==> config.mk <==
export PLATFORM = sky130hd
export DESIGN_NAME = hopf_cpg_trot_generator_flat
export DESIGN_NICKNAME = d
export VERILOG_FILES = /design/src/hcpg_pkg.sv /design/src/hcpg_gait_if.sv /design/src/hcpg_feet_if.sv /design/src/hcpg_ctrl.sv /design/src/hcpg_datapath.sv /design/src/hopf_cpg_trot_generator.sv /design/src/flat_wrapper.sv
export VERILOG_INCLUDE_DIRS = /design/src /design/src/src
export SDC_FILE = /design/constraint.sdc
export NUM_CORES = 2
export LEC_CHECK = 0
export ABC_AREA = 1
export BUFFER_PORTS_ARGS = -buffer_cell sky130_fd_sc_hd__buf_4
export CAP_MARGIN = 20
export CORE_MARGIN = 10
export CORE_UTILIZATION = 50
export DETAILED_ROUTE_END_ITERATION = 6
export GPL_TIMING_DRIVEN = 1
export PLACE_DENSITY_LB_ADDON = 0.05
export RECOVER_POWER = 25
export SETUP_SLACK_MARGIN = 0.4
export SYNTH_ARGS = -nofsm -noshare
export SYNTH_HDL_FRONTEND = slang
export SYNTH_HIERARCHICAL = 1
export SYNTH_SLANG_ARGS = --single-unit
==> constraint.sdc <==
create_clock -name clk -period 12.6 [get_ports clk]
set_clock_uncertainty 0.15 [all_clocks]
set_input_delay 2.52 -clock clk [delete_from_list [all_inputs] [get_ports clk]]
set_output_delay 2.52 -clock clk [all_outputs]
set_load 0.05 [all_outputs]
==> src/hopf_cpg_trot_generator_assert.svh <==
// Assertion macros shared by the gait generator.
`ifndef HOPF_CPG_TROT_GENERATOR_ASSERT_SVH
`define HOPF_CPG_TROT_GENERATOR_ASSERT_SVH

// Same-cycle implication, checked on the rising clock edge outside reset.
`define HCPG_ASSERT_IMPL(lbl, ante, cons, msg) \
    lbl: assert property (@(posedge clk) disable iff (!rst_n) (ante) |-> (cons)) \
        else $error(msg);

// Next-cycle implication, checked on the rising clock edge outside reset.
`define HCPG_ASSERT_NEXT(lbl, ante, cons, msg) \
    lbl: assert property (@(posedge clk) disable iff (!rst_n) (ante) |=> (cons)) \
        else $error(msg);

`endif

==> src/hcpg_pkg.sv <==
`timescale 1ns / 1ps

package hcpg_pkg;

    localparam int NUM_LEGS = 4;
    localparam int SINE_TABLE_DEPTH_DEFAULT = 256;
    localparam int LEG_W = 2;
    localparam int PROD_W = 52;

    localparam logic [14:0] STEP_AMPLITUDE_RST = 15'd2621;
    localparam logic [14:0] STANCE_LIFT_RST = 15'd328;
    localparam logic [14:0] SWING_LIFT_RST = 15'd3277;
    localparam logic signed [15:0] BODY_HEIGHT_RST = 16'sd0;
    localparam logic [15:0] RADIUS_RATE_RST = 16'd13107;
    localparam logic [14:0] COUPLING_GAIN_RST = 15'd4172;
    localparam logic [13:0] STANCE_INCREMENT_RST = 14'd1049;
    localparam logic [13:0] SWING_INCREMENT_RST = 14'd1573;
    localparam logic [15:0] RADIUS_RST = 16'd14746;

    // register indexes on the configuration port
    localparam logic [2:0] REG_STEP_AMPLITUDE = 3'd0;
    localparam logic [2:0] REG_STANCE_LIFT = 3'd1;
    localparam logic [2:0] REG_SWING_LIFT = 3'd2;
    localparam logic [2:0] REG_BODY_HEIGHT = 3'd3;
    localparam logic [2:0] REG_RADIUS_RATE = 3'd4;
    localparam logic [2:0] REG_COUPLING_GAIN = 3'd5;
    localparam logic [2:0] REG_STANCE_INCREMENT = 3'd6;
    localparam logic [2:0] REG_SWING_INCREMENT = 3'd7;

    localparam logic [15:0] TROT_TARGET [NUM_LEGS] = '{16'd0, 16'd32768, 16'd32768, 16'd0};
    localparam logic [15:0] LEG_OFFSET [NUM_LEGS] =
        '{16'd1043, 16'd64493, 16'd1043, 16'd64493};
    localparam logic [15:0] QUARTER_TURN = 16'd16384;

    typedef logic [3:0] op_t;
    localparam op_t OP_NONE = 4'd0;
    localparam op_t OP_RAD1 = 4'd1;
    localparam op_t OP_RAD2 = 4'd2;
    localparam op_t OP_CPL = 4'd3;
    localparam op_t OP_GAIN = 4'd4;
    localparam op_t OP_COMMIT = 4'd5;
    localparam op_t OP_XA = 4'd6;
    localparam op_t OP_XB = 4'd7;
    localparam op_t OP_ZA = 4'd8;
    localparam op_t OP_ZB = 4'd9;
    localparam op_t OP_LOAD = 4'd10;

    typedef struct packed {
        op_t             op;
        logic [LEG_W-1:0] leg;
        logic [LEG_W-1:0] peer;
    } hcpg_cmd_t;

    // Q14 sine of a grid angle, polynomial on the folded quarter wave
    function automatic int sine_value(input int q);
        int z;
        int u;
        int u2;
        int t;
        if (q < 16384) z = q;
        else if (q < 49152) z = 32768 - q;
        else z = q - 65536;
        u = (z < 0) ? -z : z;
        u2 = (u * u) >>> 14;
        t = (1160 * u2) >>> 14;
        t = (u2 * (10513 - t)) >>> 14;
        t = (u * (25736 - t)) >>> 14;
        return (z < 0) ? -t : t;
    endfunction

    function automatic logic sine_positive(input logic [15:0] a);
        return (a != 16'd0) && !a[15];
    endfunction

    function automatic logic signed [PROD_W-1:0] round_shr(
        input logic signed [PROD_W-1:0] v,
        input int unsigned sh
    );
        logic signed [PROD_W-1:0] w;
        w = v + (PROD_W'(1) <<< (sh - 1));
        return w >>> sh;
    endfunction

    function automatic logic signed [15:0] sat16(input logic signed [PROD_W-1:0] v);
        if (v > PROD_W'(32767)) return 16'sh7fff;
        if (v < -PROD_W'(32768)) return 16'sh8000;
        return v[15:0];
    endfunction

endpackage

==> src/hcpg_gait_if.sv <==
`timescale 1ns / 1ps

interface hcpg_gait_if;
    logic valid;
    logic ready;
    logic tick;

    modport source (output valid, output tick, input ready);
    modport sink (input valid, input tick, output ready);
endinterface

==> src/hcpg_feet_if.sv <==
`timescale 1ns / 1ps

interface hcpg_feet_if;
    logic valid;
    logic ready;
    logic signed [15:0] front_right_x;
    logic signed [15:0] front_right_z;
    logic signed [15:0] front_left_x;
    logic signed [15:0] front_left_z;
    logic signed [15:0] back_right_x;
    logic signed [15:0] back_right_z;
    logic signed [15:0] back_left_x;
    logic signed [15:0] back_left_z;

    modport source (
        output valid,
        output front_right_x, output front_right_z,
        output front_left_x, output front_left_z,
        output back_right_x, output back_right_z,
        output back_left_x, output back_left_z,
        input ready
    );
    modport sink (
        input valid,
        input front_right_x, input front_right_z,
        input front_left_x, input front_left_z,
        input back_right_x, input back_right_z,
        input back_left_x, input back_left_z,
        output ready
    );
endinterface

==> src/hcpg_ctrl.sv <==
`timescale 1ns / 1ps

module hcpg_ctrl (
    input  logic               clk,
    input  logic               rst_n,
    input  logic               gait_valid,
    input  logic               gait_tick,
    output logic               gait_ready,
    output logic               feet_valid,
    input  logic               feet_ready,
    output hcpg_pkg::hcpg_cmd_t cmd
);
    import hcpg_pkg::*;

    localparam logic [3:0] S_IDLE = 4'd0;
    localparam logic [3:0] S_RAD1 = 4'd1;
    localparam logic [3:0] S_RAD2 = 4'd2;
    localparam logic [3:0] S_CPL = 4'd3;
    localparam logic [3:0] S_GAIN = 4'd4;
    localparam logic [3:0] S_COMMIT = 4'd5;
    localparam logic [3:0] S_XA = 4'd6;
    localparam logic [3:0] S_XB = 4'd7;
    localparam logic [3:0] S_ZA = 4'd8;
    localparam logic [3:0] S_ZB = 4'd9;
    localparam logic [3:0] S_DONE = 4'd10;

    localparam logic [LEG_W-1:0] LAST_LEG = LEG_W'(NUM_LEGS - 1);
    localparam logic [LEG_W-1:0] LEG_ONE = LEG_W'(1);

    logic [3:0] state_reg, state_next;
    logic [LEG_W-1:0] leg_reg, leg_next;
    logic [LEG_W-1:0] peer_reg, peer_next;
    logic valid_reg, valid_next;
    logic load;

    assign gait_ready = (state_reg == S_IDLE);
    assign feet_valid = valid_reg;
    assign load = (state_reg == S_DONE) && (!valid_reg || feet_ready);

    always_comb
    begin
        state_next = state_reg;
        leg_next = leg_reg;
        peer_next = peer_reg;
        cmd.leg = leg_reg;
        cmd.peer = peer_reg;
        cmd.op = OP_NONE;
        case (state_reg)
            S_IDLE:
            begin
                leg_next = '0;
                peer_next = '0;
                if (gait_valid)
                begin
                    state_next = gait_tick ? S_RAD1 : S_XA;
                end
            end
            S_RAD1:
            begin
                cmd.op = OP_RAD1;
                state_next = S_RAD2;
            end
            S_RAD2:
            begin
                cmd.op = OP_RAD2;
                peer_next = '0;
                state_next = S_CPL;
            end
            S_CPL:
            begin
                cmd.op = OP_CPL;
                peer_next = peer_reg + LEG_ONE;
                if (peer_reg == LAST_LEG)
                begin
                    state_next = S_GAIN;
                end
            end
            S_GAIN:
            begin
                cmd.op = OP_GAIN;
                leg_next = leg_reg + LEG_ONE;
                state_next = (leg_reg == LAST_LEG) ? S_COMMIT : S_RAD1;
            end
            S_COMMIT:
            begin
                cmd.op = OP_COMMIT;
                leg_next = '0;
                state_next = S_XA;
            end
            S_XA:
            begin
                cmd.op = OP_XA;
                state_next = S_XB;
            end
            S_XB:
            begin
                cmd.op = OP_XB;
                state_next = S_ZA;
            end
            S_ZA:
            begin
                cmd.op = OP_ZA;
                state_next = S_ZB;
            end
            S_ZB:
            begin
                cmd.op = OP_ZB;
                leg_next = leg_reg + LEG_ONE;
                state_next = (leg_reg == LAST_LEG) ? S_DONE : S_XA;
            end
            S_DONE:
            begin
                if (load)
                begin
                    cmd.op = OP_LOAD;
                    state_next = S_IDLE;
                end
            end
            default:
            begin
                state_next = S_IDLE;
            end
        endcase
    end

    always_comb
    begin
        valid_next = valid_reg;
        if (load)
        begin
            valid_next = 1'b1;
        end
        else if (feet_ready)
        begin
            valid_next = 1'b0;
        end
    end

    always_ff @(posedge clk or negedge rst_n)
    begin
        if (!rst_n)
        begin
            state_reg <= S_IDLE;
            leg_reg <= '0;
            peer_reg <= '0;
            valid_reg <= 1'b0;
        end
        else
        begin
            state_reg <= state_next;
            leg_reg <= leg_next;
            peer_reg <= peer_next;
            valid_reg <= valid_next;
        end
    end

endmodule

==> src/hcpg_datapath.sv <==
`timescale 1ns / 1ps

module hcpg_datapath #(
    parameter int SINE_TABLE_DEPTH = hcpg_pkg::SINE_TABLE_DEPTH_DEFAULT
) (
    input  logic                clk,
    input  logic                rst_n,
    input  hcpg_pkg::hcpg_cmd_t cmd,
    input  logic                cfg_we,
    input  logic [2:0]          cfg_index,
    input  logic [15:0]         cfg_data,
    output logic signed [15:0]  pos_x [hcpg_pkg::NUM_LEGS],
    output logic signed [15:0]  pos_z [hcpg_pkg::NUM_LEGS]
);
    import hcpg_pkg::*;

    localparam int LUT_BITS = $clog2(SINE_TABLE_DEPTH);

    logic [14:0] step_amplitude_reg, stance_lift_reg, swing_lift_reg, coupling_gain_reg;
    logic signed [15:0] body_height_reg;
    logic [15:0] radius_rate_reg;
    logic [13:0] stance_increment_reg, swing_increment_reg;

    logic [15:0] radius_reg [NUM_LEGS];
    logic [15:0] phase_reg [NUM_LEGS];
    logic [15:0] nr_reg [NUM_LEGS];
    logic [15:0] np_reg [NUM_LEGS];
    logic signed [15:0] x_reg [NUM_LEGS];
    logic signed [15:0] z_reg [NUM_LEGS];
    logic signed [15:0] out_x_reg [NUM_LEGS];
    logic signed [15:0] out_z_reg [NUM_LEGS];
    logic signed [PROD_W-1:0] prod_reg;
    logic signed [18:0] acc_reg;

    logic signed [15:0] sine_lut [SINE_TABLE_DEPTH];

    for (genvar g = 0; g < SINE_TABLE_DEPTH; g++)
    begin : g_lut
        assign sine_lut[g] = 16'(sine_value(int'(g) << (16 - LUT_BITS)));
    end

    logic [15:0] r_cur, ph_cur, ph_peer, arg, p_leg, p_cos;
    logic signed [15:0] s_arg, s_sin, s_cos;
    logic signed [18:0] term;
    logic [14:0] lift;
    logic [13:0] inc;
    logic signed [33:0] mul_a;
    logic signed [17:0] mul_b;
    logic signed [PROD_W-1:0] prod;
    logic signed [PROD_W-1:0] r_sum;
    logic signed [PROD_W-1:0] dc;
    logic [15:0] r_new;

    always_comb
    begin
        r_cur = radius_reg[cmd.leg];
        ph_cur = phase_reg[cmd.leg];
        ph_peer = phase_reg[cmd.peer];
        arg = ph_peer - ph_cur - (TROT_TARGET[cmd.peer] - TROT_TARGET[cmd.leg]);
        s_arg = sine_lut[arg[15 -: LUT_BITS]];
        // diagonal pairs count twice, the leg itself not at all
        if (cmd.peer == cmd.leg)
            term = '0;
        else if (({1'b0, cmd.leg} + {1'b0, cmd.peer}) == 3'd3)
            term = {{2{s_arg[15]}}, s_arg, 1'b0};
        else
            term = {{3{s_arg[15]}}, s_arg};
        p_leg = ph_cur + LEG_OFFSET[cmd.leg];
        p_cos = p_leg + QUARTER_TURN;
        s_sin = sine_lut[p_leg[15 -: LUT_BITS]];
        s_cos = sine_lut[p_cos[15 -: LUT_BITS]];
        lift = sine_positive(p_leg) ? swing_lift_reg : stance_lift_reg;
        inc = sine_positive(ph_cur) ? swing_increment_reg : stance_increment_reg;
    end

    // shared multiplier, one product per cycle
    always_comb
    begin
        mul_a = '0;
        mul_b = '0;
        case (cmd.op)
            OP_RAD1:
            begin
                mul_a = 34'(17'sd16384 - signed'({1'b0, r_cur}));
                mul_b = 18'(signed'({1'b0, r_cur}));
            end
            OP_RAD2:
            begin
                mul_a = prod_reg[33:0];
                mul_b = 18'(signed'({1'b0, radius_rate_reg}));
            end
            OP_GAIN:
            begin
                mul_a = 34'(acc_reg);
                mul_b = 18'(signed'({1'b0, coupling_gain_reg}));
            end
            OP_XA:
            begin
                mul_a = 34'(signed'({1'b0, step_amplitude_reg}));
                mul_b = 18'(signed'({1'b0, r_cur}));
            end
            OP_XB:
            begin
                mul_a = prod_reg[33:0];
                mul_b = 18'(s_cos);
            end
            OP_ZA:
            begin
                mul_a = 34'(signed'({1'b0, lift}));
                mul_b = 18'(signed'({1'b0, r_cur}));
            end
            OP_ZB:
            begin
                mul_a = prod_reg[33:0];
                mul_b = 18'(s_sin);
            end
            default:
            begin
                mul_a = '0;
                mul_b = '0;
            end
        endcase
        prod = PROD_W'(mul_a) * PROD_W'(mul_b);
        r_sum = round_shr(prod, 30) + PROD_W'(signed'({1'b0, r_cur}));
        if (r_sum < 0)
            r_new = 16'd0;
        else if (r_sum > PROD_W'(65535))
            r_new = 16'hffff;
        else
            r_new = r_sum[15:0];
        dc = round_shr(prod, 15);
    end

    always_ff @(posedge clk)
    begin
        case (cmd.op)
            OP_RAD1:
            begin
                prod_reg <= prod;
                acc_reg <= '0;
            end
            OP_RAD2:
            begin
                nr_reg[cmd.leg] <= r_new;
            end
            OP_CPL:
            begin
                acc_reg <= acc_reg + term;
            end
            OP_GAIN:
            begin
                np_reg[cmd.leg] <= ph_cur + 16'(inc) + dc[15:0];
            end
            OP_XA, OP_ZA:
            begin
                prod_reg <= prod;
            end
            OP_XB:
            begin
                x_reg[cmd.leg] <= sat16(round_shr(-prod, 28));
            end
            OP_ZB:
            begin
                z_reg[cmd.leg] <= sat16(round_shr(prod, 28) + PROD_W'(body_height_reg));
            end
            OP_LOAD:
            begin
                out_x_reg <= x_reg;
                out_z_reg <= z_reg;
            end
            default:
            begin
            end
        endcase
    end

    // oscillator state: all legs move together from the old state
    always_ff @(posedge clk or negedge rst_n)
    begin
        if (!rst_n)
        begin
            for (int i = 0; i < NUM_LEGS; i++)
            begin
                radius_reg[i] <= RADIUS_RST;
                phase_reg[i] <= TROT_TARGET[i];
            end
        end
        else if (cmd.op == OP_COMMIT)
        begin
            radius_reg <= nr_reg;
            phase_reg <= np_reg;
        end
    end

    always_ff @(posedge clk or negedge rst_n)
    begin
        if (!rst_n)
        begin
            step_amplitude_reg <= STEP_AMPLITUDE_RST;
            stance_lift_reg <= STANCE_LIFT_RST;
            swing_lift_reg <= SWING_LIFT_RST;
            body_height_reg <= BODY_HEIGHT_RST;
            radius_rate_reg <= RADIUS_RATE_RST;
            coupling_gain_reg <= COUPLING_GAIN_RST;
            stance_increment_reg <= STANCE_INCREMENT_RST;
            swing_increment_reg <= SWING_INCREMENT_RST;
        end
        else if (cfg_we)
        begin
            case (cfg_index)
                REG_STEP_AMPLITUDE: step_amplitude_reg <= cfg_data[14:0];
                REG_STANCE_LIFT: stance_lift_reg <= cfg_data[14:0];
                REG_SWING_LIFT: swing_lift_reg <= cfg_data[14:0];
                REG_BODY_HEIGHT: body_height_reg <= cfg_data;
                REG_RADIUS_RATE: radius_rate_reg <= cfg_data;
                REG_COUPLING_GAIN: coupling_gain_reg <= cfg_data[14:0];
                REG_STANCE_INCREMENT: stance_increment_reg <= cfg_data[13:0];
                REG_SWING_INCREMENT: swing_increment_reg <= cfg_data[13:0];
                default:
                begin
                end
            endcase
        end
    end

    assign pos_x = out_x_reg;
    assign pos_z = out_z_reg;

endmodule

==> src/hopf_cpg_trot_generator.sv <==
`timescale 1ns / 1ps
// channel | role   | handshake    | payload
// gait    | sink   | valid/ready  | tick (1 = step oscillators, 0 = re-emit)
// feet    | source | valid/ready  | x and z of all four feet, s16 each
//
// A transaction with tick = 1 runs, for each of the four legs in turn, a radius
// step, a coupling sum over all peers and a gain step, then one commit, then foot placement
// for the four legs; tick = 0 skips the oscillator step and goes straight to foot placement.
// A single shared multiplier forms every product, one product per cycle.
// Reset loads radius 0.9 and the trot phase pattern and restores register defaults.
// A finished result sits in the output register; the next transaction is accepted
// while it waits, and the block stalls only when a second result is ready first.

module hopf_cpg_trot_generator #(
    parameter int SINE_TABLE_DEPTH = hcpg_pkg::SINE_TABLE_DEPTH_DEFAULT
) (
    input  logic        clk,
    input  logic        rst_n,
    hcpg_gait_if.sink   gait,
    hcpg_feet_if.source feet,
    input  logic        cfg_we,
    input  logic [2:0]  cfg_index,
    input  logic [15:0] cfg_data
);
    import hcpg_pkg::*;

    `include "hopf_cpg_trot_generator_assert.svh"

    hcpg_cmd_t cmd;
    logic signed [15:0] pos_x [NUM_LEGS];
    logic signed [15:0] pos_z [NUM_LEGS];

    // sequencer: walks legs and steps, owns both handshakes
    hcpg_ctrl u_ctrl (
        .clk        (clk),
        .rst_n      (rst_n),
        .gait_valid (gait.valid),
        .gait_tick  (gait.tick),
        .gait_ready (gait.ready),
        .feet_valid (feet.valid),
        .feet_ready (feet.ready),
        .cmd        (cmd)
    );

    // oscillator state, configuration, multiplier and result registers
    hcpg_datapath #(
        .SINE_TABLE_DEPTH (SINE_TABLE_DEPTH)
    ) u_datapath (
        .clk       (clk),
        .rst_n     (rst_n),
        .cmd       (cmd),
        .cfg_we    (cfg_we),
        .cfg_index (cfg_index),
        .cfg_data  (cfg_data),
        .pos_x     (pos_x),
        .pos_z     (pos_z)
    );

    // leg order: front right, front left, back right, back left
    assign feet.front_right_x = pos_x[0];
    assign feet.front_right_z = pos_z[0];
    assign feet.front_left_x = pos_x[1];
    assign feet.front_left_z = pos_z[1];
    assign feet.back_right_x = pos_x[2];
    assign feet.back_right_z = pos_z[2];
    assign feet.back_left_x = pos_x[3];
    assign feet.back_left_z = pos_z[3];

    // busy right after an accepted transaction
    `HCPG_ASSERT_NEXT(a_busy_after_accept, gait.valid && gait.ready, !gait.ready, "not busy")
    // never overwrite a result that has not been taken
    `HCPG_ASSERT_IMPL(a_load_free, cmd.op == OP_LOAD, !feet.valid || feet.ready, "overwrite")
    // foot placement follows the oscillator commit
    `HCPG_ASSERT_NEXT(a_commit_then_place, cmd.op == OP_COMMIT, cmd.op == OP_XA, "bad order")

endmodule
==> src/flat_wrapper.sv <==
// flat-port wrapper written by rule: the top's interface ports become plain ports
module hopf_cpg_trot_generator_flat import hcpg_pkg::*;
#(
    parameter int SINE_TABLE_DEPTH = hcpg_pkg::SINE_TABLE_DEPTH_DEFAULT
)
  (clk, rst_n, cfg_we, cfg_index, cfg_data, gait_valid, gait_tick, gait_ready, feet_valid, feet_front_right_x, feet_front_right_z, feet_front_left_x, feet_front_left_z, feet_back_right_x, feet_back_right_z, feet_back_left_x, feet_back_left_z, feet_ready);
  hcpg_gait_if gait_i ();
  hcpg_feet_if feet_i ();
  input  logic clk;
  input  logic rst_n;
  input  logic cfg_we;
  input  logic [2:0] cfg_index;
  input  logic [15:0] cfg_data;
  input wire logic [$bits(gait_i.valid)-1:0] gait_valid;
  input wire logic [$bits(gait_i.tick)-1:0] gait_tick;
  output wire logic [$bits(gait_i.ready)-1:0] gait_ready;
  output wire logic [$bits(feet_i.valid)-1:0] feet_valid;
  output wire logic [$bits(feet_i.front_right_x)-1:0] feet_front_right_x;
  output wire logic [$bits(feet_i.front_right_z)-1:0] feet_front_right_z;
  output wire logic [$bits(feet_i.front_left_x)-1:0] feet_front_left_x;
  output wire logic [$bits(feet_i.front_left_z)-1:0] feet_front_left_z;
  output wire logic [$bits(feet_i.back_right_x)-1:0] feet_back_right_x;
  output wire logic [$bits(feet_i.back_right_z)-1:0] feet_back_right_z;
  output wire logic [$bits(feet_i.back_left_x)-1:0] feet_back_left_x;
  output wire logic [$bits(feet_i.back_left_z)-1:0] feet_back_left_z;
  input wire logic [$bits(feet_i.ready)-1:0] feet_ready;
  assign gait_i.valid = gait_valid;
  assign gait_i.tick = gait_tick;
  assign gait_ready = gait_i.ready;
  assign feet_valid = feet_i.valid;
  assign feet_front_right_x = feet_i.front_right_x;
  assign feet_front_right_z = feet_i.front_right_z;
  assign feet_front_left_x = feet_i.front_left_x;
  assign feet_front_left_z = feet_i.front_left_z;
  assign feet_back_right_x = feet_i.back_right_x;
  assign feet_back_right_z = feet_i.back_right_z;
  assign feet_back_left_x = feet_i.back_left_x;
  assign feet_back_left_z = feet_i.back_left_z;
  assign feet_i.ready = feet_ready;
  hopf_cpg_trot_generator #(.SINE_TABLE_DEPTH(SINE_TABLE_DEPTH)) u_core (.clk(clk), .rst_n(rst_n), .gait(gait_i), .feet(feet_i), .cfg_we(cfg_we), .cfg_index(cfg_index), .cfg_data(cfg_data));
endmodule
==> impl_metrics.tcl <==
set metrics [dict create \
    status "finished with violations" \
    violations "DRC, capacitance limit, slew limit, setup timing" \
    netlist_instances 7778 \
    grt_max_degree 93 \
    cpMostUsedCell "nand2_1" \
    nFillCells 10700 \
    clock_sinks 694 \
    clockBufferDepth 3 \
    yosys_warnings 6 \
    crit_path_top_delay_cell "fa_1" \
    reg2reg_depth 80 \
    start_util_pct 50.4 \
    crit_path_start_kind "register" \
    worstMarginPinSlew_ns 5.63 \
    path_clk_slew_ns 0.06 \
    fin_nets 10100 \
    dpl.hpwl_um 210000 \
    synth_edf_count 437 \
    ys_seq_area_share_pct 30.5 \
    slowest_delay_ns 0.55 \
    grt_overflow 0 \
    first_pass_iters 7 \
    cts_tree "built" \
    synth.distinct_cells 73 \
    first_global_vias 61600 \
    hp-class "register to register" \
    viasPerCell 5.67 \
    synth.most_common_cell "nand2_1" \
    synth_area_leaders "edfxtp_1 (20%), fa_1 (19%), nand2_1 (11%)" \
    synth_ff_type "edfxtp_1" \
    grt_pass1_wl_um 386000 \
    finalMaxSlewViolations 282 \
    cts_buffers 74 \
    min_period_over_period_pct 107 \
    cp_top_family "adder cells" \
    regToRegStartpoint "u_core/u_ctrl/leg_reg[0]" \
    hold_ws_ns 0.255 \
    synth_top_area_share_pct 20.4 \
    place_congestion 1.08 \
    finalSetupTns_ns -112.35 \
    clock-root-buffer "clkbuf_16" \
    num_vias 61900 \
    max_freq_mhz 74.1 \
    cp_data_arrival_time_ns 13.73 \
    synth_seq_cells 694 \
    end_kind "register" \
    syn_avg_cell_area_um2 8.27 \
    cap_viol_max_count 6 \
    path_buf_inv 20 \
    period_minus_slack_ns 13.50 \
    die_w_um 379 \
    cts-htree-levels 3 \
    multi_input_comb_area_um2 39900 \
    place_area_um2 78800 \
    drt_iter0_markers 7710 \
    ant_nets 0 \
    core_um2 128000 \
    crit_type "register to register" \
    io_buffers 154 \
    wl_per_cell_um 23.9 \
    r2r_slack_ns -0.90 \
    syn_nets 8708 \
    route.detailed.drc 39 \
    hold_violations 0 \
    antenna_found_initial 6 \
    finalCoreUtilization_pct 64.8 \
    slew_headroom_pct -275 \
    wirelength_um 261000 \
    hold_depth 0 \
    finalSetupViolCount 148 \
    ios 155 \
    synth_area_um2 64300 \
    setup_ws_ns -0.901 \
    clk-insertion-delay-late_ns 0.67 \
    hold_end "u_core/u_datapath/pos_z[49]" \
    synth_common_cells "nand2_1 (1805), inv_1 (1342), nor2_1 (608)" \
    crit_fanout 12 \
    critical_path_required_ns 12.82 \
    fp.dieArea_um2 143000 \
    area_growth_pct 28.6 \
    rr_endpoint "u_core/u_datapath/z_reg[40]" \
    seq_area_um2 19600 \
    drive_above_1_share_pct 26.2 \
    ys_async_sr_fraction_pct 37.0 \
    hold_buffers 0 \
    yosysTopAreaCell "edfxtp_1" \
    dieHeight_um 379 \
    rsz0062_at_grt "yes" \
    grt.total_usage_pct 35.9 \
    hp-start "u_core/u_datapath/z_reg[49]" \
    fin_area_um2 82700 \
    row_count 131 \
]
-- per-layer routing --
metal / up-vias / GRT usage [%] / routed length, um
li1: 27600 / - / -
met1: 30300 / 49.2 / 106000
met2: 3395 / 54.4 / 113000
met3: 619 / 9.06 / 29100
met4: 0 / 14.2 / 12400
met5: - / 0 / 0
-- cells in the final DEF, fill, tap and decap left out, drive strengths merged, types with 34 or more instances in the layout --
cell type / instances
nand4: 64
dfrtp: 185
o21ai: 496
edfxtp: 437
xnor2: 36
inv: 1395
nor3: 65
o211ai: 76
buf: 1618
clkinv: 34
nand3: 412
nor2: 652
mux2: 113
nand2: 1860
a21oi: 324
xor2: 133
clkbuf: 107
ha: 300
dfstp: 72
fa: 605
-- final cells by class --
cell class | instances | area share [%]
Multi-Input combinational cell | 5401 | 48.2
Clock inverter | 37 | 0.492
Timing Repair Buffer | 1629 | 16.2
Antenna cell | 1 | 0.00303
Tap cell | 1662 | 2.51
Sequential cell | 694 | 23.8
Clock buffer | 97 | 2.42
Inverter | 1401 | 6.41
-- worst reg2reg max path: cells and delay by family (launching register included) --
family                   cells  cell delay, ns
adder cells (fa/ha/maj)     11            4.18
AND/OR/NAND/NOR             36            4.04
buffers and inverters       20            2.33
AO/OA/AOI/OAI                9            1.33
XOR/XNOR                     4            0.72
flip-flops                   1            0.50
-- what timing repair did --
action	in CTS	in global routing
cloned	2	0
buffers inserted	37	9
endpoints found under the hold margin	0	0
gates resized for setup	178	96
endpoints found under the setup margin	244	244
pin swaps	57	37
-- through the flow --
stage,setup slack (ns),std cells
after global routing,-1.50,10900
after floorplan,0.371,7778
after CTS,-0.719,10900
final,-0.901,10900
after detailed placement,-1.80,10700
after global placement,-1.82,10700
-- cells by family (layout without fill, tap and decap cells) --
kind of cell	after synthesis	after routing	synth area share, %
fa+ha+maj	905	905	24.7
compound gates	1117	1117	10.1
other cells	0	1	0
buf+inv	1683	3164	10.1
xor+xnor	169	169	2.54
simple gates	3097	3097	20.1
mux	113	113	1.98
flops	694	694	30.5
-- how the worst max path moves through the flow --
stage                             start                      endpoint  slack (ns)  depth (start not counted)
4_1_cts        u_core/u_ctrl/leg_reg[0]  u_core/u_datapath/np_reg[63]       -0.72                         74
2_1_floorplan  u_core/u_ctrl/leg_reg[0]  u_core/u_datapath/np_reg[15]        0.37                         74
3_5_place_dp                 feet_ready   u_core/u_datapath/z_reg[40]       -1.80                         65
6_report       u_core/u_ctrl/leg_reg[0]   u_core/u_datapath/z_reg[40]       -0.90                         80
3_3_place_gp                 feet_ready   u_core/u_datapath/z_reg[40]       -1.82                         66
5_1_grt        u_core/u_ctrl/leg_reg[0]   u_core/u_datapath/z_reg[40]       -1.50                         85
Power is left out: the tool's default activity adds up to more than one toggle a clock period on the data nets, which glitch-free logic cannot reach.
